===== src/rtl/mic_pkg.sv =====
`timescale 1ns / 1ps

package mic_pkg;

   localparam int DEFAULT_GAIN_FRAC_BITS = 12;
   localparam int DEFAULT_OUT_FRAC_BITS  = 16;

   localparam int WORD_W  = 16;
   localparam int MAG_W   = 17;
   localparam int OFFS_W  = 17;
   localparam int SUM_W   = 18;
   localparam int LSB_W   = 11;
   localparam int FIELD_W = 32;
   localparam int AXES    = 3;

   // quotient bits per divider cycle
   localparam int DIV_STEP = 4;

   localparam logic [LSB_W-1:0] LSB_KIND0 = 11'd30;
   localparam logic [LSB_W-1:0] LSB_KIND1 = 11'd1090;

   typedef enum logic [1:0] {
      CMD_SAMPLE  = 2'd0,
      CMD_FINISH  = 2'd1,
      CMD_MEASURE = 2'd2
   } cmd_type;

   typedef enum logic [3:0] {
      ST_IDLE,
      ST_EXEC,
      ST_SUM,
      ST_FSTART,
      ST_FWAIT,
      ST_MUL,
      ST_CSTART,
      ST_CWAIT,
      ST_OUT
   } state_type;

   typedef struct packed {
      logic track;
      logic span;
      logic mag;
      logic mul;
      logic fin_start;
      logic fin_commit;
      logic corr_start;
   } lane_ctrl_type;

   typedef struct packed {
      logic                      busy;
      logic [WORD_W-1:0]         span;
      logic signed [FIELD_W-1:0] field;
   } lane_stat_type;

endpackage


===== src/rtl/mic_div.sv =====
`timescale 1ns / 1ps

module mic_div #(
   parameter int NUM_W = 40,
   parameter int DEN_W = 18
) (
   input  logic             clock,
   input  logic             reset,
   input  logic             start,
   input  logic [NUM_W-1:0] num,
   input  logic [DEN_W-1:0] den,
   output logic             busy,
   output logic [NUM_W-1:0] quo
);
   import mic_pkg::*;

   localparam int STEPS_N = NUM_W / DIV_STEP;
   localparam int CNT_W   = $clog2(STEPS_N + 1);

   logic [NUM_W-1:0] quo_ff, quo_in;
   logic [DEN_W-1:0] rem_ff, rem_in;
   logic [DEN_W-1:0] den_ff;
   logic [CNT_W-1:0] count_ff;

   // restoring division, DIV_STEP quotient bits per cycle
   always_comb begin
      logic [DEN_W:0] sh;
      rem_in = rem_ff;
      quo_in = quo_ff;
      for (int i = 0; i < DIV_STEP; i++) begin
         sh     = {rem_in, quo_in[NUM_W-1]};
         quo_in = {quo_in[NUM_W-2:0], 1'b0};
         if (sh >= {1'b0, den_ff}) begin
            sh        = sh - {1'b0, den_ff};
            quo_in[0] = 1'b1;
         end
         rem_in = sh[DEN_W-1:0];
      end
   end

   always_ff @(posedge clock) begin
      if (reset) begin
         count_ff <= '0;
      end else if (start) begin
         count_ff <= CNT_W'(STEPS_N);
      end else if (count_ff != '0) begin
         count_ff <= count_ff - 1'b1;
      end
   end

   always_ff @(posedge clock) begin
      if (start) begin
         quo_ff <= num;
         rem_ff <= '0;
         den_ff <= den;
      end else if (count_ff != '0) begin
         quo_ff <= quo_in;
         rem_ff <= rem_in;
      end
   end

   assign busy = (count_ff != '0);
   assign quo  = quo_ff;

endmodule


===== src/rtl/mic_lane.sv =====
`timescale 1ns / 1ps

module mic_lane #(
   parameter int GAIN_FRAC_BITS = mic_pkg::DEFAULT_GAIN_FRAC_BITS,
   parameter int OUT_FRAC_BITS  = mic_pkg::DEFAULT_OUT_FRAC_BITS
) (
   input  logic                                clock,
   input  logic                                reset,
   input  mic_pkg::lane_ctrl_type              ctrl,
   input  logic signed [mic_pkg::WORD_W-1:0]   word,
   input  logic                                calibrated,
   input  logic [mic_pkg::SUM_W-1:0]           sum,
   input  logic [mic_pkg::LSB_W-1:0]           lsb,
   output mic_pkg::lane_stat_type              stat
);
   import mic_pkg::*;

   localparam int GW     = (GAIN_FRAC_BITS + 1 > 16) ? GAIN_FRAC_BITS + 1 : 16;
   localparam int PW     = MAG_W + GW;
   localparam int TW     = PW + OUT_FRAC_BITS + 1;
   localparam int CNW    = TW - GAIN_FRAC_BITS - 1;
   localparam int FNW    = GAIN_FRAC_BITS + SUM_W + 1;
   localparam int RAW_NW = (CNW > FNW) ? CNW : FNW;
   localparam int DIV_NW = ((RAW_NW + DIV_STEP - 1) / DIV_STEP) * DIV_STEP;
   localparam int QXW    = (DIV_NW > 33) ? DIV_NW : 33;
   localparam int UNIT_GAIN_INT = (GAIN_FRAC_BITS >= 16) ? 65535 : (1 << GAIN_FRAC_BITS);
   localparam logic [WORD_W-1:0] UNIT_GAIN = WORD_W'(UNIT_GAIN_INT);

   logic signed [WORD_W-1:0] min_ff, max_ff;
   logic signed [OFFS_W-1:0] offset_ff, offset_in;
   logic [WORD_W-1:0]        gain_ff, gain_in;
   logic [WORD_W-1:0]        span_ff, span_in;
   logic                     neg_ff, neg_in;
   logic [MAG_W-1:0]         mag_ff, mag_in;
   logic [PW-1:0]            prod_ff, prod_in;

   logic [OFFS_W:0]   diff;
   logic [OFFS_W:0]   diff_neg;
   logic [GW-1:0]     gsel;
   logic [TW-1:0]     corr_t;
   logic [SUM_W-1:0]  den3;
   logic [FNW-1:0]    fin_num;
   logic [DIV_NW-1:0] div_num;
   logic [SUM_W-1:0]  div_den;
   logic              div_busy;
   logic [DIV_NW-1:0] div_quo;
   logic [QXW-1:0]    qx;
   logic signed [FIELD_W-1:0] field;
   logic [WORD_W-1:0] span_full;

   // min and max tracking
   always_ff @(posedge clock) begin
      if (reset) begin
         min_ff <= 16'sh7FFF;
         max_ff <= 16'sh8000;
      end else if (ctrl.fin_commit) begin
         min_ff <= 16'sh7FFF;
         max_ff <= 16'sh8000;
      end else if (ctrl.track) begin
         if (word < min_ff) begin
            min_ff <= word;
         end
         if (word > max_ff) begin
            max_ff <= word;
         end
      end
   end

   assign span_full = WORD_W'(OFFS_W'(max_ff) - OFFS_W'(min_ff));
   assign span_in   = span_full;
   assign offset_in = OFFS_W'(max_ff) + OFFS_W'(min_ff);

   // half-lsb difference, its magnitude, and the magnitude times the gain
   always_comb begin
      diff     = {word[WORD_W-1], word, 1'b0}
               - (calibrated ? {offset_ff[OFFS_W-1], offset_ff} : '0);
      diff_neg = '0 - diff;
      neg_in   = diff[OFFS_W];
      mag_in   = neg_in ? diff_neg[MAG_W-1:0] : diff[MAG_W-1:0];
      gsel     = calibrated ? GW'(gain_ff) : (GW'(1) << GAIN_FRAC_BITS);
      prod_in  = PW'(mag_ff) * PW'(gsel);
   end

   // rounded numerators for the shared divider
   always_comb begin
      den3    = SUM_W'({span_ff, 1'b0}) + SUM_W'(span_ff);
      fin_num = (FNW'(sum) << GAIN_FRAC_BITS) + FNW'(den3 >> 1);
      corr_t  = (TW'(prod_ff) << OUT_FRAC_BITS) + (TW'(lsb) << GAIN_FRAC_BITS);
      if (ctrl.fin_start) begin
         div_num = DIV_NW'(fin_num);
         div_den = den3;
      end else begin
         div_num = DIV_NW'(corr_t[TW-1:GAIN_FRAC_BITS+1]);
         div_den = SUM_W'(lsb);
      end
   end

   mic_div #(
      .NUM_W(DIV_NW),
      .DEN_W(SUM_W)
   ) u_div (
      .clock(clock),
      .reset(reset),
      .start(ctrl.fin_start | ctrl.corr_start),
      .num  (div_num),
      .den  (div_den),
      .busy (div_busy),
      .quo  (div_quo)
   );

   assign qx = QXW'(div_quo);

   always_comb begin
      if (span_ff == '0) begin
         gain_in = UNIT_GAIN;
      end else if (qx[QXW-1:16] != '0) begin
         gain_in = 16'hFFFF;
      end else begin
         gain_in = qx[15:0];
      end
      if (!neg_ff) begin
         field = (qx[QXW-1:31] != '0) ? 32'sh7FFFFFFF : $signed(qx[31:0]);
      end else if ((qx[QXW-1:32] != '0) || (qx[31] && (qx[30:0] != '0))) begin
         field = 32'sh80000000;
      end else begin
         field = $signed(32'd0 - qx[31:0]);
      end
   end

   always_ff @(posedge clock) begin
      if (reset) begin
         offset_ff <= '0;
         gain_ff   <= UNIT_GAIN;
      end else if (ctrl.fin_commit) begin
         offset_ff <= offset_in;
         gain_ff   <= gain_in;
      end
   end

   always_ff @(posedge clock) begin
      if (ctrl.span) begin
         span_ff <= span_in;
      end
      if (ctrl.mag) begin
         neg_ff <= neg_in;
         mag_ff <= mag_in;
      end
      if (ctrl.mul) begin
         prod_ff <= prod_in;
      end
   end

   assign stat.busy  = div_busy;
   assign stat.span  = span_ff;
   assign stat.field = field;

endmodule


===== src/rtl/magnetometer_iron_calibration.sv =====
`timescale 1ns / 1ps

// channel  dir  handshake               payload
// req      in   req_valid / req_stall   req_cmd, req_byte0 .. req_byte5
// rsp      out  rsp_valid / rsp_stall   rsp_field_x/y/z, rsp_is_calibrated
// csr      in   csr_valid / csr_ready   csr_sensor_kind
//
// one item at a time; sample, unused and finish-without-sample items go through ST_EXEC only
// finish steps through ST_SUM, ST_FSTART and ST_FWAIT, measure through ST_MUL, ST_CSTART, ST_CWAIT and ST_OUT;
// each waits in its WAIT state for the 4-bit-per-cycle divider in each axis lane
// reset clears tracking, offsets and flags and sets the gains to unit gain
// a result waits in the output register while rsp_stall is high;
// the next item is taken meanwhile, a measure item then holds at its end

module magnetometer_iron_calibration #(
   parameter int GAIN_FRAC_BITS = mic_pkg::DEFAULT_GAIN_FRAC_BITS,
   parameter int OUT_FRAC_BITS  = mic_pkg::DEFAULT_OUT_FRAC_BITS
) (
   input  logic                               clock,
   input  logic                               reset,
   input  logic                               req_valid,
   output logic                               req_stall,
   input  logic [1:0]                         req_cmd,
   input  logic [7:0]                         req_byte0,
   input  logic [7:0]                         req_byte1,
   input  logic [7:0]                         req_byte2,
   input  logic [7:0]                         req_byte3,
   input  logic [7:0]                         req_byte4,
   input  logic [7:0]                         req_byte5,
   output logic                               rsp_valid,
   input  logic                               rsp_stall,
   output logic signed [mic_pkg::FIELD_W-1:0] rsp_field_x,
   output logic signed [mic_pkg::FIELD_W-1:0] rsp_field_y,
   output logic signed [mic_pkg::FIELD_W-1:0] rsp_field_z,
   output logic                               rsp_is_calibrated,
   input  logic                               csr_valid,
   output logic                               csr_ready,
   input  logic                               csr_sensor_kind
);
   import mic_pkg::*;

   state_type     state_ff, state_in;
   cmd_type       cmd_ff;
   logic          kind_ff;
   logic signed [WORD_W-1:0] word_ff [AXES];
   logic signed [WORD_W-1:0] word_in [AXES];
   logic [SUM_W-1:0]         sum_ff, sum_in;
   logic          calibrated_ff, calibrated_in;
   logic          seen_ff, seen_in;
   logic          rsp_valid_ff, rsp_valid_in;
   logic          rsp_load;
   logic signed [FIELD_W-1:0] field_ff [AXES];
   logic          is_cal_ff;
   logic          accept;
   logic          any_busy;
   logic [LSB_W-1:0] lsb;
   lane_ctrl_type ctrl;
   lane_stat_type stat [AXES];

   assign accept    = req_valid && !req_stall;
   assign req_stall = (state_ff != ST_IDLE);
   assign csr_ready = 1'b1;
   assign lsb       = kind_ff ? LSB_KIND1 : LSB_KIND0;

   // big-endian words, second kind swaps y and z
   always_comb begin
      word_in[0] = $signed({req_byte0, req_byte1});
      word_in[1] = kind_ff ? $signed({req_byte4, req_byte5}) : $signed({req_byte2, req_byte3});
      word_in[2] = kind_ff ? $signed({req_byte2, req_byte3}) : $signed({req_byte4, req_byte5});
   end

   always_ff @(posedge clock) begin
      if (accept) begin
         cmd_ff <= cmd_type'(req_cmd);
         for (int a = 0; a < AXES; a++) begin
            word_ff[a] <= word_in[a];
         end
      end
   end

   always_ff @(posedge clock) begin
      if (reset) begin
         kind_ff <= 1'b0;
      end else if (csr_valid && csr_ready) begin
         kind_ff <= csr_sensor_kind;
      end
   end

   genvar g;
   generate
      for (g = 0; g < AXES; g++) begin : g_lane
         mic_lane #(
            .GAIN_FRAC_BITS(GAIN_FRAC_BITS),
            .OUT_FRAC_BITS (OUT_FRAC_BITS)
         ) u_lane (
            .clock     (clock),
            .reset     (reset),
            .ctrl      (ctrl),
            .word      (word_ff[g]),
            .calibrated(calibrated_ff),
            .sum       (sum_ff),
            .lsb       (lsb),
            .stat      (stat[g])
         );
      end
   endgenerate

   assign any_busy = stat[0].busy | stat[1].busy | stat[2].busy;
   assign sum_in   = SUM_W'(stat[0].span) + SUM_W'(stat[1].span) + SUM_W'(stat[2].span);

   always_comb begin
      state_in      = state_ff;
      ctrl          = '0;
      calibrated_in = calibrated_ff;
      seen_in       = seen_ff;
      rsp_load      = 1'b0;
      case (state_ff)
         ST_IDLE: begin
            if (accept) begin
               state_in = ST_EXEC;
            end
         end
         ST_EXEC: begin
            state_in = ST_IDLE;
            case (cmd_ff)
               CMD_SAMPLE: begin
                  ctrl.track = 1'b1;
                  seen_in    = 1'b1;
               end
               CMD_FINISH: begin
                  if (seen_ff) begin
                     ctrl.span = 1'b1;
                     state_in  = ST_SUM;
                  end
               end
               CMD_MEASURE: begin
                  ctrl.mag = 1'b1;
                  state_in = ST_MUL;
               end
               default: begin
                  state_in = ST_IDLE;
               end
            endcase
         end
         ST_SUM: begin
            state_in = ST_FSTART;
         end
         ST_FSTART: begin
            ctrl.fin_start = 1'b1;
            state_in       = ST_FWAIT;
         end
         ST_FWAIT: begin
            if (!any_busy) begin
               ctrl.fin_commit = 1'b1;
               calibrated_in   = 1'b1;
               seen_in         = 1'b0;
               state_in        = ST_IDLE;
            end
         end
         ST_MUL: begin
            ctrl.mul = 1'b1;
            state_in = ST_CSTART;
         end
         ST_CSTART: begin
            ctrl.corr_start = 1'b1;
            state_in        = ST_CWAIT;
         end
         ST_CWAIT: begin
            if (!any_busy) begin
               state_in = ST_OUT;
            end
         end
         ST_OUT: begin
            if (!rsp_valid_ff || !rsp_stall) begin
               rsp_load = 1'b1;
               state_in = ST_IDLE;
            end
         end
         default: begin
            state_in = ST_IDLE;
         end
      endcase
   end

   assign rsp_valid_in = rsp_load || (rsp_valid_ff && rsp_stall);

   always_ff @(posedge clock) begin
      if (reset) begin
         state_ff      <= ST_IDLE;
         calibrated_ff <= 1'b0;
         seen_ff       <= 1'b0;
         rsp_valid_ff  <= 1'b0;
      end else begin
         state_ff      <= state_in;
         calibrated_ff <= calibrated_in;
         seen_ff       <= seen_in;
         rsp_valid_ff  <= rsp_valid_in;
      end
   end

   always_ff @(posedge clock) begin
      if (state_ff == ST_SUM) begin
         sum_ff <= sum_in;
      end
      if (rsp_load) begin
         for (int a = 0; a < AXES; a++) begin
            field_ff[a] <= stat[a].field;
         end
         is_cal_ff <= calibrated_ff;
      end
   end

   assign rsp_valid         = rsp_valid_ff;
   assign rsp_field_x       = field_ff[0];
   assign rsp_field_y       = field_ff[1];
   assign rsp_field_z       = field_ff[2];
   assign rsp_is_calibrated = is_cal_ff;

endmodule


===== config.mk =====
export PLATFORM = sky130hd
export DESIGN_NAME = magnetometer_iron_calibration
export DESIGN_NICKNAME = d
export VERILOG_FILES = /design/src/rtl/mic_pkg.sv /design/src/rtl/mic_div.sv /design/src/rtl/mic_lane.sv /design/src/rtl/magnetometer_iron_calibration.sv
export SDC_FILE = /design/constraint.sdc
export NUM_CORES = 2
export LEC_CHECK = 0
export ABC_CLOCK_PERIOD_IN_PS = 14180
export BUFFER_PORTS_ARGS = -buffer_cell sky130_fd_sc_hd__buf_2
export CORE_MARGIN = 2
export CORE_UTILIZATION = 64
export CTS_CLUSTER_DIAMETER = 150
export DETAILED_ROUTE_END_ITERATION = 8
export GPL_TIMING_DRIVEN = 0
export MAX_ROUTING_LAYER = met4
export PLACE_DENSITY_LB_ADDON = 0.2
export SLEW_MARGIN = 5
export SYNTH_ARGS = -nofsm -noshare
export SYNTH_HDL_FRONTEND = slang
export SYNTH_SLANG_ARGS = --single-unit
export TNS_END_PERCENT = 1

===== constraint.sdc =====
create_clock -name clock -period 14.18 [get_ports clock]
set_input_delay 0.709 -clock clock [delete_from_list [all_inputs] [get_ports clock]]
set_output_delay 0.709 -clock clock [all_outputs]
set_load 0.02 [all_outputs]

* After elaboration in Yosys (flattened, before gate mapping)
Memories as Yosys holds them, arrays and structs flattened.
Cells that the tools add are included.
** Operators by class
- Add/sub/neg operators :: 41
- Multiply operators :: 3
- Divide/modulo/power cells :: 0
- Magnitude comparators :: 18
- Eq/ne operators :: 15
- Shift-type cells :: 0
- Multiplexer cells :: 95
- Bitwise logic cells :: 4
- Reductions and logical operators :: 49
** Operator list (count)
- $mux W32 :: 9
- $mux W18 :: 15
- $sub A18 B18 Y18 :: 15
- $mux W40 :: 6
- $ge A19 B18 Y1 :: 12
- $mux W16 :: 11
- $add A49 B23 Y50 :: 3
- $mux W37 :: 3
- $mul A17 B16 Y33 :: 3
- $sub A1 B32 Y32 const A :: 3
- $add A30 B17 Y31 :: 3
- $reduce_bool A31 Y1 :: 3
- $add A17 B16 Y18 :: 4
- $reduce_bool A24 Y1 :: 3
- $add A16 B16 Y17 :: 4
- $mux W17 :: 3
- $sub A1 B17 Y17 const A :: 3
- $gt A16 B16 Y1 :: 3
- $logic_not A16 Y1 :: 3
- $lt A16 B16 Y1 :: 3
- $sub A16 B16 Y16 :: 3
- $mux W11 :: 4
- $mux W4 :: 10
- $pmux W4 S9 :: 1
- 29 further kinds :: 95
** Word-level totals
- Bits in registers :: 665
- Bits in latches :: 0
- RAM bits :: 144
- Memory bits (read-only) :: 0
- Bits of input ports :: 56
- Output and inout port bits :: 100
- Word-level logic and storage cells :: 277
- Memories kept :: 2
** Memory list
- field_ff :: words 3, width 32, rd ports 3, clocked after memory_dff 0, write ports 3, RTL line magnetometer_iron_calibration.sv:52 : logic signed [FIELD_W-1:0] field_ff [AXES];
- word_ff :: words 3, width 16, rd ports 3, clocked after memory_dff 0, write ports 3, RTL line magnetometer_iron_calibration.sv:45 : logic signed [WORD_W-1:0] word_ff [AXES];

* Logic depth before layout (Yosys ltp)
- Depth in word-level cells :: 10
- Gate-level depth with buffers :: 49
- Mapped depth without buffers :: 46

* Cells and area by module
A second synthesis with hierarchy kept.
** Unflattened totals
- Cell total of the unflattened synthesis :: 10110
- Area total of the unflattened synthesis :: 90277.8 sq um
** Modules (own cells, without submodules)
- mic_lane at g_lane[1].u_lane :: times used 1, cells an instance 2491, area each 20664.8 sq um, seq. area each 3313.2 sq um
- mic_lane at g_lane[2].u_lane :: times used 1, cells an instance 2445, area each 20444.6 sq um, seq. area each 3313.2 sq um
- mic_lane at g_lane[0].u_lane :: times used 1, cells an instance 2376, area each 20036.7 sq um, seq. area each 3313.2 sq um
- mic_div at g_lane[0].u_lane.u_div ... :: times used 2, cells an instance 807, area each 7414.6 sq um, seq. area each 2182.1 sq um
- mic_div at g_lane[2].u_lane.u_div :: times used 1, cells an instance 776, area each 7273.2 sq um, seq. area each 2182.1 sq um
- magnetometer_iron_calibration :: times used 1, cells an instance 408, area each 7029.2 sq um, seq. area each 5114.9 sq um

* Worst setup path before layout
Ideal clock, no wire load.
- Path type :: register -> register
- Start :: reg g_lane[2].u_lane.u_div.den_ff[1]
- End :: reg g_lane[2].u_lane.u_div.rem_ff[10]
- Setup time :: 0.206 ns
- Arrival :: 11.017 ns
- Data required time :: 13.974 ns
- Path slack :: 2.957 ns
- Stages on the path, launching flop included :: 47
- Buffers on the path :: 7
- Period minus slack after synthesis :: 11.223 ns
- Path through :: edfxtp_1 > inv_1 > ha_1 > nor2b_1 > o2111ai_1 > a31oi_1 > nor3_1 > o41a_1 > and2_0 > buf_2 > buf_2 > mux2_2 > ha_1 > nand3_1 > nor2_1 > nand4_1 > or4_1 > a31oi_1 > [11 not listed] > o21ai_0 > o2111ai_4 > buf_2 > buf_2 > a21oi_1 > ha_1 > nor2b_1 > o31a_1 > o21ai_0 > a21oi_1 > a211oi_1 > a31oi_1 > o41ai_1 > nand2b_1 > clkbuf_1 > mux2i_1 > a21oi_1 > o2bb2ai_1
** Between the ends
- Word-level cells in the longest chain between the ends :: 8
- Elaborated cells between the ends (all ways) :: 12
- Classes of those cells :: 4 x add/sub; 4 x order compare; 4 x mux
** RTL lines
- from (decl) :: RTL line mic_div.sv:22 : logic [DEN_W-1:0] den_ff;
- from (signal assigned) :: RTL line mic_div.sv:55 : den_ff <= den;
- $sub A18 B18 Y18 / $ge A19 B18 Y1 (equally long branches) :: RTL line mic_div.sv:34, mic_div.sv:33
- $mux W18 :: RTL line mic_div.sv:33 : if (sh >= {1'b0, den_ff}) begin
- $sub A18 B18 Y18 / $ge A19 B18 Y1 (equally long branches) :: RTL line mic_div.sv:34, mic_div.sv:33
- $mux W18 :: RTL line mic_div.sv:33
- $sub A18 B18 Y18 / $ge A19 B18 Y1 (equally long branches) :: RTL line mic_div.sv:34, mic_div.sv:33
- $mux W18 :: RTL line mic_div.sv:33
- $sub A18 B18 Y18 / $ge A19 B18 Y1 (equally long branches) :: RTL line mic_div.sv:34, mic_div.sv:33
- $mux W18 (*) :: RTL line mic_div.sv:33
- to (signal assigned) :: RTL line mic_div.sv:58 : rem_ff <= rem_in;
- to (decl) :: RTL line mic_div.sv:21 : logic [DEN_W-1:0] rem_ff, rem_in;
Every way passes the cells marked *; elsewhere a longest branch is shown, timed or not.
A chain may end at the register's enable or synchronous reset.

* Worst setup path after layout
- Start :: reg g_lane[2].u_lane.u_div.den_ff[1]
- End :: reg g_lane[2].u_lane.u_div.quo_ff[0], data pin
** Between the ends
- Word-level cells in the longest chain between the ends :: 10
- Elaborated cells between the ends (all ways) :: 13
- Classes of those cells :: 3 x add/sub; 4 x order compare; 6 x mux
** RTL lines
- $sub A18 B18 Y18 / $ge A19 B18 Y1 (equally long branches) :: RTL line mic_div.sv:34, mic_div.sv:33
- $mux W18 :: RTL line mic_div.sv:33
- $sub A18 B18 Y18 / $ge A19 B18 Y1 (equally long branches) :: RTL line mic_div.sv:34, mic_div.sv:33
- $mux W18 :: RTL line mic_div.sv:33
- $sub A18 B18 Y18 / $ge A19 B18 Y1 (equally long branches) :: RTL line mic_div.sv:34, mic_div.sv:33
- $mux W18 :: RTL line mic_div.sv:33
- $ge A19 B18 Y1 (*) :: RTL line mic_div.sv:33
- $mux W1 (*) :: RTL line mic_div.sv:33
- $mux W40 (*) :: RTL line mic_div.sv:56 : end else if (count_ff != '0) begin
- $mux W40 (*) :: RTL line mic_div.sv:52 : if (start) begin
- to (signal assigned) :: RTL line mic_div.sv:53 : quo_ff <= num;
- to (signal assigned) :: RTL line mic_div.sv:57 : quo_ff <= quo_in;
- to (decl) :: RTL line mic_div.sv:20 : logic [NUM_W-1:0] quo_ff, quo_in;
Every way passes the cells marked *; elsewhere a longest branch is shown, timed or not. The select of a mux whose other input is x is not followed.

==> out/results.tsv <==
metric	value	unit
MaxCap Viol Count	1	
Initial Util	64.6	%
post-synthesis compound-gate area fraction	14.0	%
share of the synthesized area in the top cell type	18.7	%
Synthesis Warnings	0	
Pre-Repair DR Iteration Count	8	
Post-DP HPWL	231000	microns
Netlist cell types	99	
Finished Core Util	69.5	%
top cells by area, synth	edfxtp_1 (19%), fa_1 (15%), ha_1 (13%), dfxtp_1 (6.2%), nand2_1 (5.1%)	
Critical Path RT	14.62	ns
Hold Startpoint	req_cmd[1]	
final setup TNS	0	ns
Clock Tree Buf Depth	3	
status	finished with violations	
Synth area leader	edfxtp_1	
min-delay worst type	input port to register	
number of post-CTS setup repair buffers	0	
via count	74814	
initial drt markers	8070	
DIE AREA	0.138	sq mm
most frequent cells in the layout	nand2_1 (1182), inv_1 (1138), ha_1 (892)	
Tmin final	13.51	ns
post-synthesis adder-cell area fraction	28.4	%
Non-Filler Instances	11835	
crit path max-delay cell type	or4_1	
layout cells sized above 1	5.49	%
placed insts	11644	
first-pass GRT wire length	427000	microns
number of flops mapped to enable cells by yosys	540	
Synth Flop Type	edfxtp_1	
failing checks	capacitance limit, slew limit	
final hold vios	0	
area of the core	0.134	sq mm
synthesized flop and latch total	809	
clock root buffer	clkbuf_16	
register area share after synthesis	25.0	%
r2r startpoint	g_lane[2].u_lane.u_div.den_ff[1]	
largest net degree at the start of global routing	64	
CTS tree	done	
RePlAce Congestion	1.06	
die height	372	microns
multiplexer share of the synthesized area	3.44	%
Seq. cell area	0.0216	sq mm
WL per Instance	24.0	microns
critical path class	register to register	
Num Clock Sinks	809	
Layout Skew	0.0459	ns
Critical path buffers and inverters	7	
CP Data Arrival Time	13.95	ns
post-synth net total	11315	
Slew HR	-0.831	%
final worst setup slack	0.670	ns
Routed Antenna Nets	0	
H-tree depth	3	
setup violators final	0	
crit-path leading delay family	compound AO/OA/AOI/OAI gates	
endpoint class of the critical path	register	
most common cell after layout, fill and taps aside	nand2_1	
post-synthesis xor/xnor area fraction	5.60	%
pre-CTS WS	-0.269	ns
vias in the first global route	72679	
number of buffers created by CTS	92	
multi-input logic area	0.0592	sq mm
# rows	134	
syn_area_per_cell	8.92	sq um
Gate Count Post-Synth	9699	
fillers	10649	
Endpoint, Worst Hold	cmd_ff[1]	
Critical Path Source Type	register	
area of the mapped netlist	0.0865	sq mm
Worst-path clk slew	0.06	ns
worst skew pair latency	0.75	ns
Remaining Overflow, GRT	0	
initial antenna violation count	22	
RSZ-0062 raised after global routing	no	
largest family of logic cells by synthesized area	adder cells	
drt drc	0	
R2R Setup Slk	0.67	ns
Slew Viols, Final	6	
CP max stage delay	0.60	ns
Die X	372	microns
R2R Path End	g_lane[2].u_lane.u_div.quo[0]	
GRT Util Overall	42.0	%
CP dominant cell by count	buf_2	
Via density	6.32	
maximum clock rate	0.0740	GHz
Post-Synth Simple-Gate Area	17.0	%
Worst Tran Pin Value	1.50	ns
worst reg2reg path depth	44	
Final Cycle Share	95.3	%
cts hold-fix bufs	0	
Syn-to-layout area delta	7.54	%
I/O pins	156	
final layout net count	11586	
WL final	284000	microns
asr flop ratio synth	0	%
I/O Buffers	153	
worst-path maximum fanout	10	
WHS Path Cells	1	
-- repair_timing --
action | 4_1_cts | 5_1_grt
cloned | 0 | 0
gates resized for setup | 2 | 15
endpoints found under the setup margin | 18 | 39
-- cell type report --
cell class              instances  share of cell area, %
clock buffers                 117                   2.72
plain buffers                 386                   1.63
flip-flops and latches        809                   23.2
multi-input cells            7363                   63.6
inverters                    1141                   4.60
diodes                         17                 0.0457
well taps                    1768                   2.38
repair buffers                177                   1.13
clock inverters                57                  0.632
-- through the flow --
step                hold WS [ns]  area [sq um]
floorplan                  0.421         86500
global placement           0.446         89500
detailed placement         0.456         89800
CTS                        0.123         92900
global route               0.144         93000
finish                     0.160         93000
-- worst reg2reg max path: cells and delay by family, from the launching register on --
family                   cells  cell delay, ns
AO/OA/AOI/OAI               19            5.01
adder cells (fa/ha/maj)      4            1.30
buffers and inverters        7            2.12
flip-flops                   1            0.51
multiplexers                 3            1.35
AND/OR/NAND/NOR             11            2.96
-- synthesized netlist by cell type (17+ instances only) --
library cell  count
nand2_1        1184
inv_1          1139
ha_1            892
fa_1            668
nor2_1          582
edfxtp_1        540
o21ai_0         512
a21oi_1         459
and3_1          370
xnor2_1         369
clkbuf_1        332
dfxtp_1         269
xor2_1          184
nand3_1         180
nor3_1          178
mux2i_1         170
a21o_1          146
and2_1          111
mux2_2          111
nor2b_1         101
o21a_1           91
a211oi_1         79
nand2b_1         78
nand4_1          74
or3_1            69
o211ai_1         66
o311ai_0         65
a31oi_1          54
nor4_1           48
o21bai_1         48
a21boi_0         43
o41ai_1          37
o31ai_1          34
o31a_1           29
buf_1            28
or2_2            26
buf_2            20
a311oi_1         17
o2111ai_1        17
-- layer usage --
layer	GRT usage, %	up-vias	part of all wire (%)
met5	-	-	0
met4	18.5	0	5.2
met3	9.03	690	11
met2	63.7	3945	44
met1	54.1	36211	39
li1	-	33968	-
-- worst max path at each step --
stage,startpoint,endpoint,slack (ns),depth (start not counted)
finish,g_lane[2].u_lane.u_div.den_ff[1],g_lane[2].u_lane.u_div.quo[0],0.67,44
global placement,g_lane[2].u_lane.u_div.den_ff[1],g_lane[2].u_lane.u_div.quo[0],-0.25,44
floorplan,g_lane[2].u_lane.u_div.den_ff[1],g_lane[2].u_lane.u_div.rem_ff[10],2.96,46
global route,g_lane[0].u_lane.u_div.den_ff[1],g_lane[0].u_lane.u_div.rem_ff[13],0.01,46
CTS,g_lane[2].u_lane.u_div.den_ff[1],g_lane[2].u_lane.u_div.rem_ff[6],0.06,46
detailed placement,g_lane[2].u_lane.u_div.den_ff[1],g_lane[2].u_lane.u_div.quo[0],-0.27,44
-- registers in the layout, indices dropped and copies added (netlist names), 2 cells and up --
signal,flops
g_lane.u_lane.prod_ff,99
g_lane.u_lane.u_div.count_ff,12
g_lane.u_lane.span_ff,48
sum_ff,18
field_ff,96
cmd_ff,2
word_ff,48
g_lane.u_lane.max_ff,48
g_lane.u_lane.min_ff,48
g_lane.u_lane.offset_ff,51
g_lane.u_lane.u_div.quo,120
g_lane.u_lane.u_div.rem_ff,54
g_lane.u_lane.u_div.den_ff,54
g_lane.u_lane.mag_ff,51
g_lane.u_lane.neg_ff,3
g_lane.u_lane.gain_ff,48
state_ff,4
-- logic make-up after synthesis --
kind of cell               after synthesis
AOI/OAI and AO/OA                     1877
adders and majority gates             1560
DFF                                    809
buffers and inverters                 1527
and+or+nand+nor                       3090
muxes                                  282
xor gates and xnor gates               553
other                                    1
Power is not shown: default switching activity piles up to over one toggle a cycle in this logic, so the estimate is an artifact.
